**src/hdl/bsc_pkg.sv**
```systemverilog
// ----------------------------------------------------------------------------
// bsc_pkg
// Shared types, codes and default sizes of the banker's safety check unit.
// ----------------------------------------------------------------------------
package bsc_pkg;

    // Default sizes handed to the top level parameters
    localparam int MAX_PROCESSES_DEF = 8;
    localparam int MAX_RESOURCES_DEF = 4;
    localparam int AMOUNT_BITS_DEF   = 8;

    // Fixed port field types
    typedef logic [1:0] t_kind;
    typedef logic [2:0] t_pidx_in;
    typedef logic [1:0] t_ridx_in;
    typedef logic [7:0] t_amount_in;
    typedef logic [2:0] t_pid;
    typedef logic [3:0] t_cfg_data;
    typedef logic [0:0] t_cfg_index;
    typedef logic [3:0] t_process_count;
    typedef logic [2:0] t_resource_count;

    // Entry kind codes
    localparam t_kind KIND_FREE  = 2'd0;
    localparam t_kind KIND_HELD  = 2'd1;
    localparam t_kind KIND_CLAIM = 2'd2;

    // Configuration register indexes
    localparam t_cfg_index CFG_PROCESS_COUNT  = 1'd0;
    localparam t_cfg_index CFG_RESOURCE_COUNT = 1'd1;

    // Controller to datapath commands
    typedef struct packed {
        logic load;
        logic init;
        logic next_proc;
        logic read;
        logic eval;
        logic commit;
        logic emit_unsafe;
        logic emit_order;
    } t_dp_cmd;

    // Datapath to controller status
    typedef struct packed {
        logic all_done;
        logic proc_finished;
        logic last_proc;
        logic last_res;
        logic fit;
    } t_dp_status;

endpackage

```
**src/hdl/bsc_ctrl.sv**
```systemverilog
// ----------------------------------------------------------------------------
// bsc_ctrl
// Sequencer of the safety check: walks processes and resources, decides
// commits and emission.
// ----------------------------------------------------------------------------
module bsc_ctrl (
    input  logic                 i_clk,
    input  logic                 i_rst_n,
    input  logic                 i_start,
    input  logic                 i_start_check,
    input  bsc_pkg::t_dp_status  i_status,
    output bsc_pkg::t_dp_cmd     o_cmd,
    output logic                 o_busy
);

    localparam logic [2:0] S_IDLE   = 3'd0;
    localparam logic [2:0] S_INIT   = 3'd1;
    localparam logic [2:0] S_PROC   = 3'd2;
    localparam logic [2:0] S_READ   = 3'd3;
    localparam logic [2:0] S_EVAL   = 3'd4;
    localparam logic [2:0] S_DECIDE = 3'd5;
    localparam logic [2:0] S_FAIL   = 3'd6;
    localparam logic [2:0] S_EMIT   = 3'd7;

    logic [2:0] r_state;
    logic [2:0] n_state;

    always_ff @(posedge i_clk) begin
        if (!i_rst_n) begin
            r_state <= S_IDLE;
        end else begin
            r_state <= n_state;
        end
    end

    always_comb begin
        n_state = r_state;
        o_cmd   = '0;
        case (r_state)
            S_IDLE: begin
                if (i_start) begin
                    o_cmd.load = 1'b1;
                    if (i_start_check) begin
                        n_state = S_INIT;
                    end
                end
            end
            S_INIT: begin
                o_cmd.init = 1'b1;
                n_state    = S_PROC;
            end
            S_PROC: begin
                if (i_status.all_done) begin
                    n_state = S_EMIT;
                end else if (i_status.proc_finished) begin
                    if (i_status.last_proc) begin
                        n_state = S_FAIL;
                    end else begin
                        o_cmd.next_proc = 1'b1;
                    end
                end else begin
                    n_state = S_READ;
                end
            end
            S_READ: begin
                o_cmd.read = 1'b1;
                n_state    = S_EVAL;
            end
            S_EVAL: begin
                o_cmd.eval = 1'b1;
                n_state    = i_status.last_res ? S_DECIDE : S_READ;
            end
            S_DECIDE: begin
                if (i_status.fit) begin
                    o_cmd.commit = 1'b1;
                    n_state      = S_PROC;
                end else if (i_status.last_proc) begin
                    n_state = S_FAIL;
                end else begin
                    o_cmd.next_proc = 1'b1;
                    n_state         = S_PROC;
                end
            end
            S_FAIL: begin
                o_cmd.emit_unsafe = 1'b1;
                n_state           = S_IDLE;
            end
            S_EMIT: begin
                o_cmd.emit_order = 1'b1;
                if (i_status.last_proc) begin
                    n_state = S_IDLE;
                end
            end
            default: begin
                n_state = S_IDLE;
            end
        endcase
    end

    assign o_busy = (r_state != S_IDLE);

endmodule

```
**src/hdl/bsc_datapath.sv**
```systemverilog
// ----------------------------------------------------------------------------
// bsc_datapath
// Tables, free pool, working pool, finish flags, safe order and result
// registers of the safety check.
// ----------------------------------------------------------------------------
module bsc_datapath #(
    parameter int MAX_PROCESSES = bsc_pkg::MAX_PROCESSES_DEF,
    parameter int MAX_RESOURCES = bsc_pkg::MAX_RESOURCES_DEF,
    parameter int AMOUNT_BITS   = bsc_pkg::AMOUNT_BITS_DEF
) (
    input  logic                  i_clk,
    input  logic                  i_rst_n,
    input  logic                  i_cfg_we,
    input  bsc_pkg::t_cfg_index   i_cfg_index,
    input  bsc_pkg::t_cfg_data    i_cfg_data,
    input  bsc_pkg::t_kind        i_kind,
    input  bsc_pkg::t_pidx_in     i_process_index,
    input  bsc_pkg::t_ridx_in     i_resource_index,
    input  bsc_pkg::t_amount_in   i_amount,
    input  bsc_pkg::t_dp_cmd      i_cmd,
    output bsc_pkg::t_dp_status   o_status,
    output logic                  o_valid,
    output bsc_pkg::t_pid         o_process_id,
    output logic                  o_safe,
    output logic                  o_last
);

    localparam int TABLE_DEPTH = MAX_PROCESSES * MAX_RESOURCES;
    localparam int ADDR_W = (TABLE_DEPTH > 1) ? $clog2(TABLE_DEPTH) : 1;
    localparam int PIDX_W = (MAX_PROCESSES > 1) ? $clog2(MAX_PROCESSES) : 1;
    localparam int RIDX_W = (MAX_RESOURCES > 1) ? $clog2(MAX_RESOURCES) : 1;
    localparam int PCNT_W = $clog2(MAX_PROCESSES + 1);
    localparam int RCNT_W = $clog2(MAX_RESOURCES + 1);
    localparam int WORK_W = AMOUNT_BITS + $clog2(MAX_PROCESSES + 1) + 1;
    localparam int CMP_W  = WORK_W + 1;

    // Configuration
    bsc_pkg::t_process_count  r_process_count;
    bsc_pkg::t_resource_count r_resource_count;
    logic [PCNT_W-1:0]        w_nproc;
    logic [RCNT_W-1:0]        w_nres;

    // Storage
    logic [AMOUNT_BITS-1:0] held_mem  [TABLE_DEPTH];
    logic [AMOUNT_BITS-1:0] claim_mem [TABLE_DEPTH];
    logic [AMOUNT_BITS-1:0] r_held_q;
    logic [AMOUNT_BITS-1:0] r_claim_q;
    logic [AMOUNT_BITS-1:0] r_free    [MAX_RESOURCES];
    logic [WORK_W-1:0]      r_work    [MAX_RESOURCES];
    logic [AMOUNT_BITS-1:0] r_buf     [MAX_RESOURCES];
    logic [MAX_PROCESSES-1:0] r_finished;
    logic [PIDX_W-1:0]      r_order   [MAX_PROCESSES];

    // Walk counters
    logic [PIDX_W-1:0] r_p;
    logic [RIDX_W-1:0] r_r;
    logic [PCNT_W-1:0] r_done;
    logic              r_fit;

    logic                   w_ridx_ok;
    logic                   w_pidx_ok;
    logic [ADDR_W-1:0]      w_load_addr;
    logic [ADDR_W-1:0]      w_walk_addr;
    logic [AMOUNT_BITS-1:0] w_amount;
    logic                   w_res_fits;

    // Clamp counts into 1..max
    always_comb begin
        if (r_process_count == '0) begin
            w_nproc = PCNT_W'(1);
        end else if (32'(r_process_count) > 32'(MAX_PROCESSES)) begin
            w_nproc = PCNT_W'(MAX_PROCESSES);
        end else begin
            w_nproc = PCNT_W'(r_process_count);
        end
        if (r_resource_count == '0) begin
            w_nres = RCNT_W'(1);
        end else if (32'(r_resource_count) > 32'(MAX_RESOURCES)) begin
            w_nres = RCNT_W'(MAX_RESOURCES);
        end else begin
            w_nres = RCNT_W'(r_resource_count);
        end
    end

    always_ff @(posedge i_clk) begin
        if (!i_rst_n) begin
            r_process_count  <= bsc_pkg::t_process_count'(5);
            r_resource_count <= bsc_pkg::t_resource_count'(3);
        end else if (i_cfg_we) begin
            case (i_cfg_index)
                bsc_pkg::CFG_PROCESS_COUNT: begin
                    r_process_count <= i_cfg_data;
                end
                bsc_pkg::CFG_RESOURCE_COUNT: begin
                    r_resource_count <= bsc_pkg::t_resource_count'(i_cfg_data);
                end
                default: begin
                end
            endcase
        end
    end

    assign w_ridx_ok   = 32'(i_resource_index) < 32'(MAX_RESOURCES);
    assign w_pidx_ok   = 32'(i_process_index) < 32'(MAX_PROCESSES);
    assign w_amount    = AMOUNT_BITS'(i_amount);
    assign w_load_addr = ADDR_W'(32'(i_process_index) * MAX_RESOURCES
                                 + 32'(i_resource_index));
    assign w_walk_addr = ADDR_W'(32'(r_p) * MAX_RESOURCES + 32'(r_r));

    // Table memories: one write port for loading, one registered read for the walk
    always_ff @(posedge i_clk) begin
        if (i_cmd.load && w_ridx_ok && w_pidx_ok) begin
            if (i_kind == bsc_pkg::KIND_HELD) begin
                held_mem[w_load_addr] <= w_amount;
            end
            if (i_kind == bsc_pkg::KIND_CLAIM) begin
                claim_mem[w_load_addr] <= w_amount;
            end
        end
        if (i_cmd.read) begin
            r_held_q  <= held_mem[w_walk_addr];
            r_claim_q <= claim_mem[w_walk_addr];
        end
    end

    // Free pool
    always_ff @(posedge i_clk) begin
        if (!i_rst_n) begin
            for (int i = 0; i < MAX_RESOURCES; i++) begin
                r_free[i] <= '0;
            end
        end else if (i_cmd.load && w_ridx_ok && (i_kind == bsc_pkg::KIND_FREE)) begin
            r_free[i_resource_index[RIDX_W-1:0]] <= w_amount;
        end
    end

    // need <= work  <=>  claim <= held + work
    assign w_res_fits = (CMP_W'(r_held_q) + CMP_W'(r_work[r_r])) >= CMP_W'(r_claim_q);

    // Working pool and held buffer
    always_ff @(posedge i_clk) begin
        if (i_cmd.init) begin
            for (int i = 0; i < MAX_RESOURCES; i++) begin
                r_work[i] <= WORK_W'(r_free[i]);
            end
        end else if (i_cmd.commit) begin
            for (int i = 0; i < MAX_RESOURCES; i++) begin
                if (i < int'(w_nres)) begin
                    r_work[i] <= r_work[i] + WORK_W'(r_buf[i]);
                end
            end
        end
        if (i_cmd.eval) begin
            r_buf[r_r] <= r_held_q;
        end
        if (i_cmd.commit) begin
            r_order[r_done[PIDX_W-1:0]] <= r_p;
        end
    end

    // Walk control state
    always_ff @(posedge i_clk) begin
        if (!i_rst_n) begin
            r_finished <= '0;
            r_p        <= '0;
            r_r        <= '0;
            r_done     <= '0;
            r_fit      <= 1'b1;
        end else begin
            if (i_cmd.init) begin
                r_finished <= '0;
                r_p        <= '0;
                r_r        <= '0;
                r_done     <= '0;
                r_fit      <= 1'b1;
            end
            if (i_cmd.eval) begin
                r_fit <= r_fit & w_res_fits;
                if (!o_status.last_res) begin
                    r_r <= r_r + RIDX_W'(1);
                end
            end
            if (i_cmd.commit) begin
                r_finished[r_p] <= 1'b1;
                r_done          <= r_done + PCNT_W'(1);
                r_p             <= '0;
                r_r             <= '0;
                r_fit           <= 1'b1;
            end
            if (i_cmd.next_proc) begin
                r_p   <= r_p + PIDX_W'(1);
                r_r   <= '0;
                r_fit <= 1'b1;
            end
            if (i_cmd.emit_order && !o_status.last_proc) begin
                r_p <= r_p + PIDX_W'(1);
            end
        end
    end

    assign o_status.all_done      = (r_done == w_nproc);
    assign o_status.proc_finished = r_finished[r_p];
    assign o_status.last_proc     = ((PCNT_W'(r_p) + PCNT_W'(1)) == w_nproc);
    assign o_status.last_res      = ((RCNT_W'(r_r) + RCNT_W'(1)) == w_nres);
    assign o_status.fit           = r_fit;

    // Result registers
    always_ff @(posedge i_clk) begin
        if (!i_rst_n) begin
            o_valid <= 1'b0;
        end else begin
            o_valid <= i_cmd.emit_unsafe | i_cmd.emit_order;
        end
    end

    always_ff @(posedge i_clk) begin
        if (i_cmd.emit_unsafe) begin
            o_process_id <= '0;
            o_safe       <= 1'b0;
            o_last       <= 1'b1;
        end else if (i_cmd.emit_order) begin
            o_process_id <= bsc_pkg::t_pid'(r_order[r_p]);
            o_safe       <= 1'b1;
            o_last       <= o_status.last_proc;
        end
    end

endmodule

```
**src/hdl/bankers_safety_check_unit.sv**
```systemverilog
// ----------------------------------------------------------------------------
// bankers_safety_check_unit
// Banker's algorithm safety check over tables loaded one entry at a time.
// ----------------------------------------------------------------------------
// Loading takes one entry per cycle: while o_busy is low every cycle with
// i_start high stores one free pool, held or claim entry if its indexes
// are in range. An entry with i_start_check set is stored and then starts
// the check; o_busy stays high until the last result has been issued. The
// check walks processes in order through one shared comparator fed by the
// registered read of the two table memories: each unfinished process
// visited is checked resource by resource and then decided, each finished
// one is skipped, and a round restarts the walk at process 0. A safe state
// then streams process_count results back to back; an unsafe state gives
// one result. Results appear on o_valid for exactly one cycle each and
// there is no back-pressure: the receiver must take every result when it
// shows.
// ----------------------------------------------------------------------------
module bankers_safety_check_unit #(
    parameter int MAX_PROCESSES = bsc_pkg::MAX_PROCESSES_DEF,
    parameter int MAX_RESOURCES = bsc_pkg::MAX_RESOURCES_DEF,
    parameter int AMOUNT_BITS   = bsc_pkg::AMOUNT_BITS_DEF
) (
    input  logic                 i_clk,
    input  logic                 i_rst_n,
    // configuration write port
    input  logic                 i_cfg_we,
    input  bsc_pkg::t_cfg_index  i_cfg_index,
    input  bsc_pkg::t_cfg_data   i_cfg_data,
    // command channel
    input  logic                 i_start,
    output logic                 o_busy,
    input  bsc_pkg::t_kind       i_kind,
    input  bsc_pkg::t_pidx_in    i_process_index,
    input  bsc_pkg::t_ridx_in    i_resource_index,
    input  bsc_pkg::t_amount_in  i_amount,
    input  logic                 i_start_check,
    // result channel
    output logic                 o_valid,
    output bsc_pkg::t_pid        o_process_id,
    output logic                 o_safe,
    output logic                 o_last
);

    bsc_pkg::t_dp_cmd    w_cmd;
    bsc_pkg::t_dp_status w_status;

    // Sequencer: accept transactions while idle, then run the walk
    bsc_ctrl u_ctrl (
        .i_clk         (i_clk),
        .i_rst_n       (i_rst_n),
        .i_start       (i_start),
        .i_start_check (i_start_check),
        .i_status      (w_status),
        .o_cmd         (w_cmd),
        .o_busy        (o_busy)
    );

    // Storage, working pool, comparator and result registers
    bsc_datapath #(
        .MAX_PROCESSES (MAX_PROCESSES),
        .MAX_RESOURCES (MAX_RESOURCES),
        .AMOUNT_BITS   (AMOUNT_BITS)
    ) u_datapath (
        .i_clk            (i_clk),
        .i_rst_n          (i_rst_n),
        .i_cfg_we         (i_cfg_we),
        .i_cfg_index      (i_cfg_index),
        .i_cfg_data       (i_cfg_data),
        .i_kind           (i_kind),
        .i_process_index  (i_process_index),
        .i_resource_index (i_resource_index),
        .i_amount         (i_amount),
        .i_cmd            (w_cmd),
        .o_status         (w_status),
        .o_valid          (o_valid),
        .o_process_id     (o_process_id),
        .o_safe           (o_safe),
        .o_last           (o_last)
    );

endmodule

```
**config.mk**
```make
export PLATFORM = sky130hd
export DESIGN_NAME = bankers_safety_check_unit
export DESIGN_NICKNAME = d
export VERILOG_FILES = /design/src/hdl/bsc_pkg.sv /design/src/hdl/bsc_ctrl.sv /design/src/hdl/bsc_datapath.sv /design/src/hdl/bankers_safety_check_unit.sv
export SDC_FILE = /design/constraint.sdc
export NUM_CORES = 1
export LEC_CHECK = 0
export BUFFER_PORTS_ARGS = -buffer_cell sky130_fd_sc_hd__buf_2
export CORE_ASPECT_RATIO = 1.25
export CORE_MARGIN = 3
export CORE_UTILIZATION = 50
export CTS_CLUSTER_SIZE = 12
export DETAILED_ROUTE_END_ITERATION = 8
export HOLD_SLACK_MARGIN = 0.15
export PLACE_DENSITY = 0.67
export SYNTH_ARGS = -nofsm -noshare
export SYNTH_HDL_FRONTEND = slang
export SYNTH_SLANG_ARGS = --single-unit
```
**constraint.sdc**
```tcl
create_clock -name i_clk -period 4 [get_ports i_clk]
set_input_delay 0.8 -clock i_clk [delete_from_list [all_inputs] [get_ports i_clk]]
set_output_delay 0.8 -clock i_clk [all_outputs]
set_load 0.005 [all_outputs]
```
# --- Word level (Yosys, flattened, before mapping) ---
# Memory sizes are Yosys's and may differ from the RTL's. A register that Yosys moved wholly into a read port is not among the register bits.
# Cells that the tools add are included.
classes:
  eq_ne: 16
  mux: 86
  bitwise: 9
  order_cmp: 9
  n_reduce_logical: 17
  addsub: 12
ops:
  columns: ["cell", "count"]
  rows:
  - ["13-bit by 8-bit adder with 13-bit output", 4]
  - ["13-bit two-way mux", 4]
  - ["1-bit two-way mux", 50]
  - ["3-bit two-way mux", 15]
  - ["8-bit two-way mux", 4]
  - ["3-bit one-hot mux with 8 select lines", 1]
  - ["4-bit two-way mux", 4]
  - ["8-bit by 13-bit adder with 14-bit output", 1]
  - ["14-bit by 8-bit greater-or-equal comparator with 1-bit output", 1]
  - ["3-bit == test, second input constant", 4]
  - ["5-bit by 2-bit adder with 5-bit output", 2]
  - ["2-bit two-way mux", 5]
  - ["4-bit == test", 2]
  - ["8-bit bitwise OR", 1]
  - ["8-bit OR reduction", 1]
  - ["3-bit by 2-bit == test with 1-bit output, second input constant", 2]
  - ["3-bit logical NOT", 2]
  - ["1-bit by 3-bit < comparator with 1-bit output, first input constant", 2]
  - ["2-bit by 3-bit < comparator with 1-bit output, first input constant", 2]
  - ["1-bit bitwise OR", 5]
  - ["3-bit by 1-bit adder with 4-bit output, second input constant", 1]
  - ["4-bit by 1-bit adder with 4-bit output, second input constant", 1]
  - ["4-bit > comparator, second input constant", 1]
  - ["4-bit logical NOT", 1]
  - ["27 further kinds", 33]
word_totals:
  word_cells: 166
  n_memories: 6
  register_bits: 31
  ram_bits: 652
memory_table:
  columns: ["name", "words", "width", "rd", "rd_ports_with_merged_regs", "wr", "line", "rtl"]
  rows:
  - ["u_datapath.claim_mem", 32, 8, 1, 1, 1, "bsc_datapath.sv:45", "logic [AMOUNT_BITS-1:0] claim_mem [TABLE_DEPTH];"]
  - ["u_datapath.held_mem", 32, 8, 1, 1, 1, "bsc_datapath.sv:44", "logic [AMOUNT_BITS-1:0] held_mem [TABLE_DEPTH];"]
  - ["u_datapath.r_work", 4, 13, 5, 1, 4, "bsc_datapath.sv:49", "logic [WORK_W-1:0] r_work [MAX_RESOURCES];"]
  - ["u_datapath.r_buf", 4, 8, 4, 0, 1, "bsc_datapath.sv:50", "logic [AMOUNT_BITS-1:0] r_buf [MAX_RESOURCES];"]
  - ["u_datapath.r_free", 4, 8, 4, 0, 4, "bsc_datapath.sv:48", "logic [AMOUNT_BITS-1:0] r_free [MAX_RESOURCES];"]
  - ["u_datapath.r_order", 8, 3, 1, 1, 1, "bsc_datapath.sv:52", "logic [PIDX_W-1:0] r_order [MAX_PROCESSES];"]

# --- Depth between registers and ports, before layout ---
# Gate-level depths: netlist (run 1).
logic_depth:
  depth_word: 10
  mapped_depth: 16
  ltp_nobuf: 13

# --- Hierarchy ---
# A second synthesis (run 1) with hierarchy kept.
unflattened:
  hier_cells: 1775
  hier_area_um2: 29818.6
by_module_without_submodules:
  columns: ["module", "cells_each", "seq_area_each_um2", "area_each_um2", "instances"]
  rows:
  - ["bsc_datapath", 1737, 20679.8, 29525.8, 1]
  - ["bsc_ctrl", 38, 60.1, 292.8, 1]

# --- Worst setup path after synthesis (run 1) ---
# No wires, ideal clock.
synth_path:
  path_type: "register -> register"
  start: "register, netlist name u_datapath.r_r[0]"
  end: "register u_datapath.r_fit"
  t_required_ns: 3.886
  synth_period_minus_slack_ns: 3.853
  arrival_time_ns: 3.739
  path_buffers: 3
  slack_ns: 0.147
  path_stages_with_launch: 15
  cell_sequence: "dfxtp_1 -> buf_2 -> buf_2 -> buf_2 -> mux4_2 -> ha_1 -> a21o_1 -> a31o_2 -> a41o_1 -> xor2_1 -> ha_1 -> a211o_1 -> a31oi_1 -> o2111ai_1 -> a21o_1"
synth_rtl:
  columns: ["item", "line", "rtl"]
  rows:
  - ["end signal, assigned", "bsc_datapath.sv:178", "r_fit <= r_fit & w_res_fits;"]
  - ["end, declared", "bsc_datapath.sv:58", "logic r_fit;"]

# --- Worst setup path after layout (run 1) ---
layout_path:
  start: "register u_ctrl.r_state[2]"
  end: "memory u_datapath.claim_mem[11][3] (netlist name), enable pin"
layout_between:
  elab_chain_len: 4
layout_rtl:
  columns: ["item", "line", "rtl"]
  rows:
  - ["start, declared", "bsc_ctrl.sv:25", "logic [2:0] r_state;"]
  - ["start signal, assigned", "bsc_ctrl.sv:32", "r_state <= n_state;"]
  - ["3-bit logical NOT", "bsc_ctrl.sv:39", "case (r_state)"]
  - ["1-bit two-way mux", "bsc_ctrl.sv:39", null]
  - ["1-bit two-way mux", "bsc_datapath.sv:112", "if (i_cmd.load && w_ridx_ok && w_pidx_ok) begin"]
  - ["1-bit two-way mux (implied by the code)", "bsc_datapath.sv:117", "claim_mem[w_load_addr] <= w_amount;"]
  - ["end, declared", "bsc_datapath.sv:45", null]
# No other way between the ends.

==> metrics, run 1 <==
setup_tns 0 ns; static leakage 0.01080 µW; worst hold path class flop to flop; max_cap viols 0; Setup Crit Path Kind flop to flop; Hold Path Cell Cnt 1; post-cts resize count 0; status finished, final reports clean; final hold viol count 0; initial drt markers 1,656; die height 277.1 µm; Seq cells post-synth 702; Crit Reg-Reg Endpoint u_datapath.claim_mem[11][3]; final setup fails 0; gr ovfl total 0; Worst Skew 0.02849 ns; Nets 1,931; CTS max path bufs 3; post-synthesis sequential area ratio 70.56%; H-tree level count 3; Root Driver clkbuf_16; Final GP Congestion 0.8560; Synth Area in Simple Gates 6.568%; Final period util 84.40%; worst slew pin tran 1.191 ns; TritonCTS clock tree built; peak supply drop 0.2666 mV; initial antenna violation count 3; worst r2r src u_ctrl.r_state[2]; Placeable Area 57,630 µm²; Post-Synthesis Cell Area 29,390 µm²; compound-gate portion of the synthesized area 5.615%; layout cells sized above 1 19.71%; Syn Inst Count 1,732; Reg2Reg Setup Slack 0.62 ns; Final min period 3.376 ns; drt first pass iters 5; ys async rst share 0%; DRC viols 0; row cnt 98; Post-CTS Setup Inserts 0; Power Density 447.3 nW/µm²; Final HPWL DP 43,740 µm; GRT Util Overall 21.89%; largest net degree at the start of global routing 73; vias in the first global route 16,550; Hold Path End u_datapath.o_safe; Initial Utilization 51.00%; Peak Freq 296.2 MHz; R2R depth 5; HP Start u_datapath.o_safe; Final Instance Area 32,820 µm²; Post-CTS Hold Fix Bufs 0; Post-DRT Antenna Nets 0; Avg Synthesized Cell Area 16.97 µm²; via count 16,020; I/O pin count 32; Port Buffers 31; post-synthesis adder-cell area fraction 2.639%; Post-synth EDFFs 668; Final Slew Violations 0; DR vias/cell 6.092; CTS Sinks 702; area share of xor/xnor cells in the synthesized design 1.430%; first-pass GRT wire length 101,800 µm; RSZ-0062 raised after global routing false; syn_nets 1,816; Area Growth Syn to Fin 11.66%; CP max FO 14; Clk Latency, worst-skew pair 0.61 ns; top_reg_cell synth edfxtp_1; chip width 222.9 µm; Ys Warns 0; crit path capture type flop; clk slew on worst S/H paths 0.06 ns; Req. time, crit path 4.22 ns; Num CTS Buffers 70; Rel. slew slack 20.61%; largest family of logic cells by synthesized area multiplexers; die area 61,750 µm²; WL/cell 25.55 µm; Filler cells 4,331; Netlist cell types 63; Post-DP Area 30,850 µm²; fraction of synthesized area in multiplexers 11.53%; crit start category flop; Post-Route WL 67,180 µm; WP data arrival 3.60 ns
==> cell usage in the layout (no fill, tap or decap), types with 7 or more instances in the layout <==
cell type / count
o31ai_1: 9
mux4_2: 144
a22oi_1: 72
clkbuf_16: 71
and3_1: 31
a211oi_1: 7
and2_1: 19
a21oi_1: 36
o21ai_0: 55
or3_1: 9
nand4_1: 22
xnor2_1: 23
dfxtp_1: 32
clkbuf_1: 18
nor3_1: 16
edfxtp_1: 668
buf_4: 90
buf_2: 31
ha_1: 54
nor2_1: 135
nor2b_1: 12
mux2i_1: 10
inv_1: 38
nand3_1: 26
a21o_1: 23
nand2_1: 89
o21a_1: 10
xor2_1: 25
nand2b_1: 14
==> cell usage after synthesis (9+ instances only) <==
library cell | count | area (µm²)
mux4_2 | 144 | 3243
or3_1 | 9 | 56.30
nor2_1 | 135 | 506.7
nor3_1 | 18 | 90.09
xnor2_1 | 23 | 201.4
nand3_1 | 26 | 130.1
and3_1 | 31 | 193.9
nand2b_1 | 14 | 87.58
dfxtp_1 | 34 | 680.7
nand2_1 | 89 | 334.1
xor2_1 | 25 | 219.0
o31ai_1 | 9 | 67.56
mux2i_1 | 10 | 100.1
inv_1 | 38 | 142.6
o21a_1 | 10 | 75.07
nand4_1 | 22 | 137.6
edfxtp_1 | 668 | 20060
a21oi_1 | 36 | 180.2
nor2b_1 | 12 | 75.07
and2_1 | 19 | 118.9
clkbuf_1 | 49 | 183.9
o21ai_0 | 56 | 280.3
a22oi_1 | 72 | 540.5
a21o_1 | 23 | 172.7
ha_1 | 54 | 675.7
buf_2 | 23 | 115.1
==> final cells by class <==
| cell class | instances | area (µm²) | share of cell area [%] |
|---|---|---|---|
| Multi-Input combinational cell | 912 | 8182 | 24.93 |
| Inverter | 40 | 150.1 | 0.4575 |
| Clock inverter | 13 | 121.4 | 0.3698 |
| Clock buffer | 89 | 1844 | 5.620 |
| Sequential cell | 702 | 20750 | 63.22 |
| Tap cell | 750 | 938.4 | 2.859 |
| Timing Repair Buffer | 121 | 830.8 | 2.531 |
| Antenna cell | 2 | 5.005 | 0.01525 |
==> worst max-delay path by stage <==
stage / startpoint / endpoint / slack, ns
3_3_place_gp: i_start / u_datapath.claim_mem[11][3] / 0.67
2_1_floorplan: u_datapath.r_r[0] / u_datapath.r_fit / 0.15
5_1_grt: u_ctrl.r_state[2] / u_datapath.claim_mem[11][3] / 0.41
6_report: u_ctrl.r_state[2] / u_datapath.claim_mem[11][3] / 0.62
4_1_cts: u_ctrl.r_state[2] / u_datapath.claim_mem[11][3] / 0.64
3_5_place_dp: i_start / u_datapath.claim_mem[11][3] / 0.60
==> cell families after synthesis <==
family                     Yosys count
AOI/OAI and AO/OA                  248
xor gates and xnor gates            48
adders and majority gates           59
buffers and inverters              118
DFF                                702
muxes                              158
and+or+nand+nor                    399
==> stage by stage <==
step / worst slack (ns) / std cells / total power (µW) / hold WS [ns] / utilization [%]
after floorplan: 0.1471 / 1732 / 8701 / 0.4509 / -
after global placement: 0.6672 / 2525 / 8967 / 0.4308 / 53.53
after detailed placement: 0.6008 / 2525 / 8981 / 0.4436 / 53.53
after CTS: 0.6398 / 2627 / 14820 / 0.4295 / 56.94
after global routing: 0.4075 / 2629 / 15170 / 0.4560 / 56.95
final: 0.6241 / 2629 / 14680 / 0.4500 / 56.95
==> flip-flops by register name (all words and copies together) (netlist names), 4 cells and up <==
signal / count
u_datapath.r_buf: 32
u_datapath.r_claim_q: 8
u_datapath.held_mem: 256
u_datapath.r_done: 4
u_datapath.r_process_count: 4
u_datapath.r_free: 32
u_datapath.r_finished: 8
u_datapath.claim_mem: 256
u_datapath.r_work: 52
u_datapath.r_order: 24
u_datapath.r_held_q: 8
==> power by group <==
part	total (µW)	switching (µW)	leakage (µW)	internal, µW
clock	5850	2610	0.000954	3240
sequential	8200	75.4	0.00639	8120
combinational	630	399	0.00346	231
total	14700	3080	0.0108	11600
==> layer usage <==
metal  vias to the layer above  track usage (%)  wire length (µm)  part of all wire, %
li1                       7084                -                 -                    -
met1                      8198            28.27             26190                   39
met2                       581            36.57             33840                   50
met3                       154            3.531              4191                  6.2
met4                         0            10.26              2963                  4.4
met5                         -                0                 0                    0
==> worst max-delay path, cell delays in order (launching register included) <==
cell and delay (ns):
dfxtp_1 0.46, nor2_1 0.36, nand3b_1 0.29, nor3b_1 0.47
nand3_1 0.61, nor2_1 0.80
Note: power is estimated with default switching activity, not from simulation.
==> run 2: changes to the inputs <==
--- a/config.mk
+++ b/config.mk
@@ -5,6 +5,7 @@
 export SDC_FILE = /design/constraint.sdc
 export NUM_CORES = 1
 export LEC_CHECK = 0
+export ABC_AREA = 1
 export BUFFER_PORTS_ARGS = -buffer_cell sky130_fd_sc_hd__buf_2
 export CORE_ASPECT_RATIO = 1.25
 export CORE_MARGIN = 3
==> constraint.sdc (replaced) <==
create_clock -name i_clk -period 2.8 [get_ports i_clk]
set_input_delay 0.56 -clock i_clk [delete_from_list [all_inputs] [get_ports i_clk]]
set_output_delay 0.56 -clock i_clk [all_outputs]
set_load 0.005 [all_outputs]
==> metrics, run 2 <==
worst hold path class input pin to flop; HP Start i_cfg_data[1]; count leader, synth edfxtp_1; Buf/Inv on CP 2 (+2); clk slew on worst S/H paths 0.06 ns (about the same); first-pass GRT wire length 120,100 µm (+18%); Req. time, crit path 3.28 ns (-0.94 ns); I/O pin count 32 (unchanged); syn_nets 2,747 (+51%); DRC viols 0 (unchanged); Inst Count DP 3,485 (+38%); final setup fails 0 (unchanged); Placeable Area 59,810 µm² (+3.8%); Setup Crit Path Kind flop to flop; Seq cells post-synth 702 (unchanged); Post-Route WL 78,770 µm (+17%); Post-CTS Hold Fix Bufs 0 (unchanged); Syn Inst Count 2,663 (+54%); multi-input logic area 8434 µm² (+3.1%); Rel. slew slack 37.35% (+17 points); CTS max path bufs 3 (unchanged); commonest non-fill, non-tap cell in the layout edfxtp_1; die area 63,590 µm² (+3.0%); status finished, final reports clean; TritonCTS clock tree built; CP most frequent cell nand2_1; Critical Path Max Stage Delay 0.45 ns (-0.35 ns); RSZ-0062 raised after global routing true; top_reg_cell synth edfxtp_1; CP cell instances inv_12, buf_4, nor2_1, o22ai_1, ha_1, nand3_1, nand3_2, a31oi_2, xnor2_1, ha_1, a21oi_1, nand2_1, a21oi_2, nand3_1, nand2_1, nand2_1; Post-DRT Antenna Nets 0 (unchanged); Final Instance Area 34,240 µm² (+4.3%); largest area contributor in the netlist edfxtp_1; layout cells sized above 1 10.96% (-8.8 points); GRT Util Overall 24.94% (+3.1 points); fin cells 3,606 (+37%); CTS Sinks 702 (unchanged); largest net degree at the start of global routing 137 (+88%); ys async rst share 0% (unchanged); initial drt markers 2,059 (+24%); row cnt 100 (+2.0%); crit path capture type flop; WL/cell 21.84 µm (-15%); Peak Freq 360.1 MHz (+22%); Post-DP Area 32,100 µm² (+4.1%); static leakage 0.01252 µW (+16%); Final Slew Violations 0 (unchanged); Final period util 99.18% (+15 points); Top delay family on crit path compound AO/OA/AOI/OAI gates; Final GP Congestion 1.029 (+20%); peak supply drop 0.6337 mV (+140%); WP data arrival 3.26 ns (-0.34 ns); CP max FO 8 (-6); crit start category flop; Clk Latency, worst-skew pair 0.61 ns (about the same); post-synthesis sequential area ratio 68.47% (-2.1 points); Setup crit start u_datapath.r_r[0]; Post-Synthesis Cell Area 30,290 µm² (+3.1%); gr ovfl total 0 (unchanged); synth cell count leaders edfxtp_1, nor2_1, nand2_1; Worst Skew 0.01984 ns (-0.008649 ns); Initial Utilization 50.65% (-0.35 points); Num CTS Buffers 71 (+1.4%); drt first pass iters 7 (+2); Port Buffers 31 (unchanged); Area Growth Syn to Fin 13.04%; largest registers u_datapath.claim_mem x256, u_datapath.held_mem x256, u_datapath.r_work x52; H-tree level count 3 (unchanged); via count 20,910 (+31%); Power Density 616.4 nW/µm² (+38%); Netlist cell types 45 (-29%); Avg Synthesized Cell Area 11.37 µm² (-33%); top-area cell type share of the netlist area 66.22% (-2.0 points); storage element area 20,750 µm² (unchanged); Ys Warns 0 (unchanged); Final min period 2.777 ns (-0.5988 ns); Synth area leaders edfxtp_1, nor2_1, o21ai_0; Post-synth EDFFs 668 (unchanged); setup_tns 0 ns (unchanged); DR vias/cell 5.800 (-4.8%); most frequent cells in the layout edfxtp_1, nor2_1, nand2_1, o21ai_0, inv_1; Nets 2,886 (+49%); Final HPWL DP 51,640 µm (+18%); die height 281.2 µm (+1.5%); final hold viol count 0 (unchanged); initial antenna violation count 4 (+1); vias in the first global route 20,660 (+25%); worst slew pin tran 0.9397 ns (-0.2512 ns); Filler cells 4,918 (+14%); worst r2r src u_datapath.r_r[0]; max_cap viols 0 (unchanged); slowest cell on the critical path dfxtp_4; Root Driver clkbuf_16; chip width 226.2 µm (+1.5%)
==> run 2: cell count changes after synthesis, moves of 31 or more <==
| cell | delta |
|---|---|
| nor2_1 | +316 |
| nand2_1 | +294 |
| o21ai_0 | +247 |
| mux4_2 | -144 |
| o22ai_1 | +133 |
| inv_1 | +116 |
| a22oi_1 | -61 |
| nand3_1 | +35 |
| clkbuf_1 | +33 |
| and3_1 | -31 |
==> run 2: layout make-up <==
type / count / area share, %
repair buffers: 191 / 4.187
inverters: 167 / 1.874
well taps: 765 / 2.795
multi-input cells: 1668 / 24.63
clock buffers: 94 / 5.503
clock inverters: 15 / 0.3727
flip-flops and latches: 702 / 60.59
diodes: 3 / 0.02192
repair inverters: 1 / 0.02558
==> run 2: worst paths after layout <==
path / slack [ns] / end / cells after the start
worst min-delay path: 0.18 / u_datapath.r_resource_count[1] / 3
worst max-delay path: 0.02 / u_datapath.r_fit / 16
worst max register to register: 0.02 / u_datapath.r_fit / 16
worst min register to register: 0.49 / u_datapath.o_safe / 2
==> run 2: per-stage QoR <==
step           utilization, %  total power [µW]  setup slack, ns  hold WS, ns
5_1_grt                 57.24             21740          -0.1519       0.1828
3_3_place_gp            53.67             12730         -0.05257       0.4556
6_report                57.26             21110          0.02288       0.1831
3_5_place_dp            53.67             12750         -0.02987       0.4685
4_1_cts                 57.09             21200          0.02535       0.1509
2_1_floorplan               -             12340         -0.09183       0.4502
==> run 2: cell families (layout without fill, tap and decap cells) <==
group / Yosys count / after routing / share of synthesized area, %
other: 0 / 3 / 0
xor gates and xnor gates: 30 / 30 / 0.8674
adders and majority gates: 59 / 59 / 2.561
buffers and inverters: 293 / 468 / 3.874
and+or+nand+nor: 966 / 966 / 12.73
DFF: 702 / 702 / 68.47
AOI/OAI and AO/OA: 613 / 613 / 11.50
==> run 2: what timing repair did <==
action,in CTS,in global routing
pin swaps,1,17
buffers inserted,1,7
hold endpoints to repair,0,0
resized for setup,2,17
cloned,1,0
endpoints found under the setup margin,1,5
==> run 2: where the power goes <==
group          switching [µW]  internal (µW)
logic                     617            276
clock network            3810           4730
registers                78.7          11600
==> run 2: routing by layer <==
layer	part of all wire, %	GRT usage [%]	up-vias
met3	6.6	3.803	194
li1	-	-	9771
met5	0.017	0	-
met2	50	43.19	787
met4	4.7	12.15	2
met1	38	30.66	10160
==> run 2: worst min-delay path, stage by stage <==
cell     delay (ns)
buf_2          0.09
nand2_1        0.05
nand3_1        0.06
